[src/design/mhpq_pkg.sv]
// Shared constants, codes and controller/datapath link types for the heap queue.
`default_nettype none

package mhpq_pkg;

	localparam int DEF_CAPACITY = 1024;
	localparam int DATA_W       = 32;
	localparam int STATUS_W     = 2;
	localparam int COUNT_W      = 11;

	localparam logic OP_INSERT  = 1'b0;
	localparam logic OP_EXTRACT = 1'b1;

	localparam logic [STATUS_W-1:0] ST_DONE  = 2'd0;
	localparam logic [STATUS_W-1:0] ST_FULL  = 2'd1;
	localparam logic [STATUS_W-1:0] ST_EMPTY = 2'd2;

	// controller -> datapath
	typedef struct packed {
		logic start;      // request transaction accepted
		logic rd_ends;    // read root and last entry
		logic load_ends;  // capture root as result, last entry as element
		logic rd_parent;  // read parent of hole
		logic rd_kids;    // read both children of hole
		logic wr_elem;    // park element in hole
		logic move_up;    // parent drops into hole, hole moves up
		logic move_down;  // larger child rises into hole, hole moves down
		logic out_load;   // load response register
	} mhpq_cmd_t;

	// datapath -> controller
	typedef struct packed {
		logic op;
		logic full;
		logic empty;
		logic pos_zero;
		logic leaf;
		logic up_go;
		logic dn_stop;
		logic out_busy;
	} mhpq_sts_t;

endpackage

`default_nettype wire

[src/design/mhpq_ctrl.sv]
// Sequencing state machine for insert (sift-up) and extract (sift-down).
`default_nettype none

module mhpq_ctrl import mhpq_pkg::*; (
	input  wire logic      clk,
	input  wire logic      arst_n,
	input  wire logic      req_valid,
	output logic           req_ready,
	input  wire mhpq_sts_t sts,
	output mhpq_cmd_t      cmd
);

	typedef enum logic [2:0] {
		IDLE,
		EX_LD,
		UP_CHK,
		UP_CMP,
		DN_CHK,
		DN_CMP,
		FIN
	} state_t;

	state_t state_q, state_d;

	always_ff @(posedge clk or negedge arst_n) begin
		if (!arst_n) begin
			state_q <= IDLE;
		end else begin
			state_q <= state_d;
		end
	end

	assign req_ready = (state_q == IDLE);

	always_comb begin
		cmd     = '0;
		state_d = state_q;
		case (state_q)
			IDLE: begin
				if (req_valid) begin
					cmd.start = 1'b1;
					if (sts.op == OP_INSERT) begin
						state_d = sts.full ? FIN : UP_CHK;
					end else if (sts.empty) begin
						state_d = FIN;
					end else begin
						cmd.rd_ends = 1'b1;
						state_d     = EX_LD;
					end
				end
			end
			EX_LD: begin
				cmd.load_ends = 1'b1;
				state_d       = DN_CHK;
			end
			UP_CHK: begin
				if (sts.pos_zero) begin
					cmd.wr_elem = 1'b1;
					state_d     = FIN;
				end else begin
					cmd.rd_parent = 1'b1;
					state_d       = UP_CMP;
				end
			end
			UP_CMP: begin
				if (sts.up_go) begin
					cmd.move_up = 1'b1;
					state_d     = UP_CHK;
				end else begin
					cmd.wr_elem = 1'b1;
					state_d     = FIN;
				end
			end
			DN_CHK: begin
				if (sts.leaf) begin
					cmd.wr_elem = 1'b1;
					state_d     = FIN;
				end else begin
					cmd.rd_kids = 1'b1;
					state_d     = DN_CMP;
				end
			end
			DN_CMP: begin
				if (sts.dn_stop) begin
					cmd.wr_elem = 1'b1;
					state_d     = FIN;
				end else begin
					cmd.move_down = 1'b1;
					state_d       = DN_CHK;
				end
			end
			FIN: begin
				if (!sts.out_busy) begin
					cmd.out_load = 1'b1;
					state_d      = IDLE;
				end
			end
			default: begin
				state_d = IDLE;
			end
		endcase
	end

endmodule

`default_nettype wire

[config.mk]
export PLATFORM = sky130hd
export DESIGN_NAME = mhpq_ctrl
export DESIGN_NICKNAME = d
export VERILOG_FILES = /design/src/design/mhpq_pkg.sv /design/src/design/mhpq_ctrl.sv
export SDC_FILE = /design/constraint.sdc
export NUM_CORES = 1
export LEC_CHECK = 0
export ABC_AREA = 1
export ABC_CLOCK_PERIOD_IN_PS = 1400
export BUFFER_PORTS_ARGS = -buffer_cell sky130_fd_sc_hd__buf_2
export CAP_MARGIN = 20
export CORE_AREA = 5 5 42 44
export CTS_CLUSTER_SIZE = 20
export DETAILED_ROUTE_END_ITERATION = 8
export DIE_AREA = 0 0 47 49
export GPL_TIMING_DRIVEN = 0
export PLACE_DENSITY = 0.52
export SETUP_SLACK_MARGIN = 0.02
export SYNTH_ARGS = -nofsm -noshare
export SYNTH_HDL_FRONTEND = slang
export SYNTH_SLANG_ARGS = --single-unit
[constraint.sdc]
create_clock -name clk -period 1.4 [get_ports clk]
set_input_delay 0.28 -clock clk [delete_from_list [all_inputs] [get_ports clk]]
set_output_delay 0.28 -clock clk [all_outputs]
set_load 0.05 [all_outputs]
==> flow_metrics.env, run 1 <==
export IMPL_coreArea_mm2=0.001401
export IMPL_grt_pass1_wl_um=2221
export IMPL_setup_tns_final_ps=-1438
export IMPL_clk_path_buf_depth=2
export IMPL_fin_ws_ps=-261.4
export IMPL_r2r_slack_ps=80
export IMPL_cts_max_level=1
export IMPL_cts_sinks=3
export IMPL_slew_violations=0
export IMPL_synthCells=61
export IMPL_synthDistinctLibCells=16
export IMPL_fin_total_pwr_uw=2016
export IMPL_rr_startpoint="state_q[2]$_DFFE_PN0P_"
export IMPL_globalRouteTotalUtil_pct=12.47
export IMPL_critPathArrivalTime_ps=1380
export IMPL_drc_errors=0
export IMPL_crit_type="flop to output port"
export IMPL_combPwrFrac_pct=81.9
export IMPL_violations="negative setup slack"
export IMPL_synthesis_nets=75
export IMPL_antenna_found_initial=0
export IMPL_fmax_ghz=0.6019
export IMPL_drv_cap=0
export IMPL_wl_per_cell_um=11.53
export IMPL_start_util_pct=26.25
export IMPL_cp_start_kind="flop"
export IMPL_hold_class="primary input to asynchronous set/reset pin"
export IMPL_drt_initial_drc_count=3
export IMPL_p_switching_uw=1035
export IMPL_fin_crit_ps=1661
export IMPL_yosys_warnings=0
export IMPL_clock_latency_ps=240
export IMPL_sw_frac_of_total_pct=51.33
export IMPL_slew_headroom_pct=86.25
export IMPL_routabilityCongestion=0.7665
export IMPL_syn_avg_cell_area_um2=6.030
export IMPL_tritoncts="built"
export IMPL_reg2reg_to="state_q[1]$_DFFE_PN0P_"
export IMPL_clkPwrFrac_pct=7.6
export IMPL_grt_met3_usage_pct=3.321
export IMPL_die_w_um=47
export IMPL_tightest_slew_ps=204.8
export IMPL_grt_ovfl_total=0
export IMPL_most_common_layout_cells="buf_6 (13), nand2_1 (11), buf_2 (10)"
export IMPL_clk_root_buffer_cell="clkbuf_4"
export IMPL_end_kind="output port"
export IMPL_status="finished with violations"
export IMPL_rr_worst_depth=9
export IMPL_n_fill_cell=129
export IMPL_postPlaceCellArea_um2=564.3
export IMPL_cp_data_required_time_ps=1120
export IMPL_rows=14
export IMPL_powerDensity_mw_per_mm2=2269
export IMPL_grt_busiest_layer="met2"
export IMPL_antenna_left=0
export IMPL_grt_start_max_net_pins=8
export IMPL_dieHeight_um=49
export IMPL_syn_area_um2=367.9
export IMPL_clk_pin_slew_ps=40
export IMPL_routed_via_density=4.573
export IMPL_reg_largest_list="state_q x3"
export IMPL_pwr_share_seq_pct=10.4
export IMPL_crit_fanout=5
export IMPL_fin_skew_ps=10.02
export IMPL_use_met1_pct=16.96
export IMPL_hold_viol=0
export IMPL_largest_reg_flops=3
export IMPL_drive_above_1_share_pct=66.34
export IMPL_dp_hpwl_um=827.6
export IMPL_p_leak_uw=0.0004547
export IMPL_synthFlopType="dfrtp_1"
export IMPL_largest_register="state_q"
export IMPL_setup_viol=10
export IMPL_internal_power_uw=981.1
export IMPL_synthArstFlopShare_pct=100.0
export IMPL_grt_pass1_vias=548
export IMPL_use_met2_pct=19.91
export IMPL_dr_pass1_iters=4
export IMPL_dieArea_mm2=0.002303
export IMPL_numCtsBuffers=3
export IMPL_portBuffers=20
export IMPL_grt_setup_unrepaired="yes"
export IMPL_mostFrequentLayoutCell="buf_6"
export IMPL_vias=535
export IMPL_ys_seq_area_share_pct=20.41
export IMPL_final_nets=116
export IMPL_diodes=0
export IMPL_vdd_drop_max_mv=1.357
export IMPL_routed_wl_um=1349
export IMPL_fin_crit_sh_pct=118.7
export IMPL_post_route_cell_area_um2=888.4
export IMPL_ios=21
export IMPL_area_growth_pct=141.5
export IMPL_synth_seq_cells=3
export IMPL_synth_edf_count=0
-- kinds of logic after synthesis --
family                   share of synthesized area [%]
buffers and inverters                            16.33
flip-flops                                       20.41
AO/OA/AOI/OAI                                    7.484
AND/OR/NAND/NOR                                  45.58
adder cells (fa/ha/maj)                          10.21
-- critical path, stage by stage, from the launching register on --
cell,delay (ps)
dfrtp_2,470
inv_4,80
ha_1,340
nor2_4,110
buf_6,160
-- per-layer routing --
metal  up-vias  share of wire (%)
met2        16                 49
met3         0                5.9
met5         -                  0
met1       245                 45
li1        274                  -
met4         0                  0
-- cell usage after synthesis, types with 2 or more instances --
| library cell | instances | area, µm² |
|---|---|---|
| inv_2 | 3 | 11.26 |
| nor2_2 | 2 | 12.51 |
| dfrtp_1 | 3 | 75.07 |
| nor2_1 | 6 | 22.52 |
| nand3_1 | 5 | 25.02 |
| inv_1 | 10 | 37.54 |
| nand4_1 | 3 | 18.77 |
| nand2_1 | 15 | 56.30 |
| o21ai_1 | 4 | 20.02 |
| ha_1 | 3 | 37.54 |
| nor3_1 | 2 | 10.01 |
-- worst max path at each step --
stage | from | end | slack (ps) | cells past startpoint
2_1_floorplan | state_q[2]$_DFFE_PN0P_ | cmd[8] | -50 | 4
3_3_place_gp | state_q[1]$_DFFE_PN0P_ | cmd[3] | -180 | 6
3_5_place_dp | state_q[1]$_DFFE_PN0P_ | cmd[3] | -170 | 6
4_1_cts | state_q[0]$_DFFE_PN0P_ | cmd[3] | -240 | 6
5_1_grt | state_q[1]$_DFFE_PN0P_ | cmd[3] | -320 | 6
6_report | state_q[1]$_DFFE_PN0P_ | cmd[3] | -260 | 4
-- per-stage QoR --
stage	util [%]	cells	worst slack, ps	hold WS, ps
floorplan	-	61	-47.99	-15.59
global placement	40.27	97	-175.2	76.87
detailed placement	40.27	97	-171.7	77.31
CTS	56.70	111	-242.8	362.0
global route	63.39	117	-315.5	387.3
finish	63.39	117	-261.4	366.9
-- power by group through the flow --
stage	sequential, µW	clock (µW)	combinational [µW]
6_report	210	154	1650
5_1_grt	213	174	1760
4_1_cts	204	159	1390
3_5_place_dp	220	0	954
3_3_place_gp	220	0	964
2_1_floorplan	203	0	788
-- repair_timing --
action / CTS / global route
buffers inserted: 9 / 7
pin swaps: 8 / 11
gates resized for setup: 37 / 10
gates cloned: 0 / 0
hold buffers: 1 / 0
endpoints found under the hold margin: 3 / 0
setup endpoints to repair: 10 / 13
-- layout make-up --
| class | instances | area [µm²] | share of cell area [%] |
|---|---|---|---|
| sequential | 3 | 77.57 | 8.732 |
| tap | 16 | 20.02 | 2.254 |
| inverter | 13 | 58.81 | 6.620 |
| multi-input combinational | 44 | 366.6 | 41.27 |
| buffer | 1 | 11.26 | 1.268 |
| timing repair buffer | 36 | 327.8 | 36.90 |
| clock buffer | 4 | 26.28 | 2.958 |
(Power assumes the default switching activity.)
==> run 2, diff against run 1 <==
--- a/config.mk
+++ b/config.mk
@@ -6,7 +6,7 @@
 export NUM_CORES = 1
 export LEC_CHECK = 0
 export ABC_AREA = 1
-export ABC_CLOCK_PERIOD_IN_PS = 1400
+export ABC_CLOCK_PERIOD_IN_PS = 1700
 export BUFFER_PORTS_ARGS = -buffer_cell sky130_fd_sc_hd__buf_2
 export CAP_MARGIN = 20
 export CORE_AREA = 5 5 42 44
==> constraint.sdc (replaced) <==
create_clock -name clk -period 1.7 [get_ports clk]
set_input_delay 0.34 -clock clk [delete_from_list [all_inputs] [get_ports clk]]
set_output_delay 0.34 -clock clk [all_outputs]
set_load 0.05 [all_outputs]
==> run 2 against run 1 <==
The flow now finishes without violations; non-clock buffer count is 9 lower; worst hold slack better by 68 ps; wire length decreased by 19%; via count is 7.1% lower; final cell count shrank 7.7%; flip-flop and latch count did not move; register-to-register slack improved by 380 ps; critical path type unchanged.
==> flow_metrics.env, run 2 (synthesis gave the netlist of run 1 again) <==
export IMPL_status="completed"
export IMPL_dr_pass1_iters=3
export IMPL_mostFrequentLayoutCell="nand2_1"
export IMPL_fin_skew_ps=0.8339
export IMPL_p_switching_uw=670.2
export IMPL_clkPwrFrac_pct=9.8
export IMPL_dieArea_mm2=0.002303
export IMPL_postPlaceCellArea_um2=515.5
export IMPL_dieHeight_um=49
export IMPL_drive_above_1_share_pct=52.17
export IMPL_reg_largest_list="state_q x3"
export IMPL_grt_pass1_vias=464
export IMPL_fin_crit_ps=1697
export IMPL_clk_pin_slew_ps=40
export IMPL_die_w_um=47
export IMPL_cp_data_required_time_ps=1360
export IMPL_combPwrFrac_pct=76.9
export IMPL_tightest_slew_ps=250.8
export IMPL_drt_initial_drc_count=6
export IMPL_coreArea_mm2=0.001401
export IMPL_tritoncts="built"
export IMPL_numCtsBuffers=3
export IMPL_routed_wl_um=1098
export IMPL_most_common_layout_cells="nand2_1 (14), buf_2 (13), inv_1 (10)"
export IMPL_cts_sinks=3
export IMPL_wl_per_cell_um=10.17
export IMPL_diodes=0
export IMPL_hold_class="primary input to asynchronous set/reset pin"
export IMPL_vdd_drop_max_mv=0.7735
export IMPL_grt_setup_unrepaired="yes"
export IMPL_antenna_found_initial=0
export IMPL_cts_max_level=1
export IMPL_fmax_ghz=0.5892
export IMPL_sw_frac_of_total_pct=54.04
export IMPL_cp_cell_sequence="inv_4 -> nand3_2 -> o21ai_2 -> nor2_1 -> nor2_2 -> buf_6"
export IMPL_setup_viol=0
export IMPL_antenna_left=0
export IMPL_dp_hpwl_um=882
export IMPL_powerDensity_mw_per_mm2=1846
export IMPL_largest_register="state_q"
export IMPL_routabilityCongestion=0.7241
export IMPL_hold_worst_slack_ps=435.1
export IMPL_fin_ws_ps=2.770
export IMPL_cp_start_kind="flop"
export IMPL_grt_ovfl_total=0
export IMPL_grt_start_max_net_pins=9
export IMPL_ios=21
export IMPL_slowest_stage="dfrtp_2"
export IMPL_grt_pass1_wl_um=1883
export IMPL_post_place_ws_ps=11.82
export IMPL_end_kind="output port"
export IMPL_final_nets=107
export IMPL_vias=497
export IMPL_hold_viol=0
export IMPL_slew_headroom_pct=83.39
export IMPL_crit_type="flop to output port"
export IMPL_pwr_share_seq_pct=13.3
export IMPL_clock_latency_ps=230
export IMPL_rows=14
export IMPL_cpPeakStageDelay_ps=450
export IMPL_start_util_pct=26.25
export IMPL_crit_fanout=5
export IMPL_post_route_cell_area_um2=671.9
export IMPL_clk_root_buffer_cell="clkbuf_4"
export IMPL_slew_violations=0
export IMPL_largest_reg_flops=3
export IMPL_fin_crit_sh_pct=99.84
export IMPL_internal_power_uw=570.1
export IMPL_p_leak_uw=0.0003922
export IMPL_globalRouteTotalUtil_pct=10.93
export IMPL_area_growth_pct=82.65
export IMPL_routed_via_density=4.602
export IMPL_clk_path_buf_depth=2
export IMPL_drc_errors=0
export IMPL_critPathArrivalTime_ps=1360
export IMPL_drv_cap=0
export IMPL_portBuffers=20
[run 2: metrics by stage]
step,instances,power [µW],setup TNS (ps),utilization (%)
5_1_grt,108,1341,-159.6,47.95
3_3_place_gp,97,875.5,0,36.79
3_5_place_dp,97,877.5,0,36.79
4_1_cts,106,1187,-7.910,45.54
2_1_floorplan,61,725.2,-92.40,-
6_report,108,1240,0,47.95
[run 2: path summary, 6_finish.rpt]
kind,slack [ps],start,depth (start not counted),end
worst max-delay path,3,state_q[1]$_DFFE_PN0P_,6,cmd[3]
worst max register to register,460,state_q[2]$_DFFE_PN0P_,7,state_q[1]$_DFFE_PN0P_
worst min-delay path,440,arst_n,2,state_q[2]$_DFFE_PN0P_
max in group asynchronous,1150,arst_n,2,state_q[1]$_DFFE_PN0P_
worst min register to register,770,state_q[0]$_DFFE_PN0P_,3,state_q[1]$_DFFE_PN0P_
min in group clk,470,sts[0],3,state_q[1]$_DFFE_PN0P_
[run 2: layer usage]
layer	track usage [%]	wire length, µm
met5	0	0
met4	1.382	0
met3	5.535	74
met2	15.84	536
met1	14.79	487
[run 2: critical path, delay by kind of cell (launching register included)]
| family | cells | cell delay, ps |
|---|---|---|
| and+or+nand+nor | 3 | 240 |
| DFF | 1 | 450 |
| buffers and inverters | 2 | 260 |
| AOI/OAI and AO/OA | 1 | 180 |
[run 2: power by group through the flow]
| stage | sequential [µW] | combinational, µW | clock, µW |
|---|---|---|---|
| 2_1_floorplan | 146 | 580 | 0 |
| 3_3_place_gp | 161 | 714 | 0 |
| 3_5_place_dp | 160 | 718 | 0 |
| 4_1_cts | 164 | 894 | 129 |
| 5_1_grt | 172 | 1030 | 143 |
| 6_report | 165 | 953 | 122 |
[run 2: what timing repair did]
item                                   in CTS  in global routing
pin swaps                                   1                  3
hold buffers                                1                  0
resized for setup                          15                  8
setup endpoints to repair                   6                  8
setup buffers                               4                  2
endpoints found under the hold margin       3                  0
[run 2: layout make-up]
cell class              count  area (µm²)
fillers                   158       729.5
multi-input cells          44       284.0
repair buffers             27       196.4
flip-flops and latches      3       77.57
inverters                  13       56.30
clock buffers               4       26.28
well taps                  16       20.02
plain buffers               1       11.26
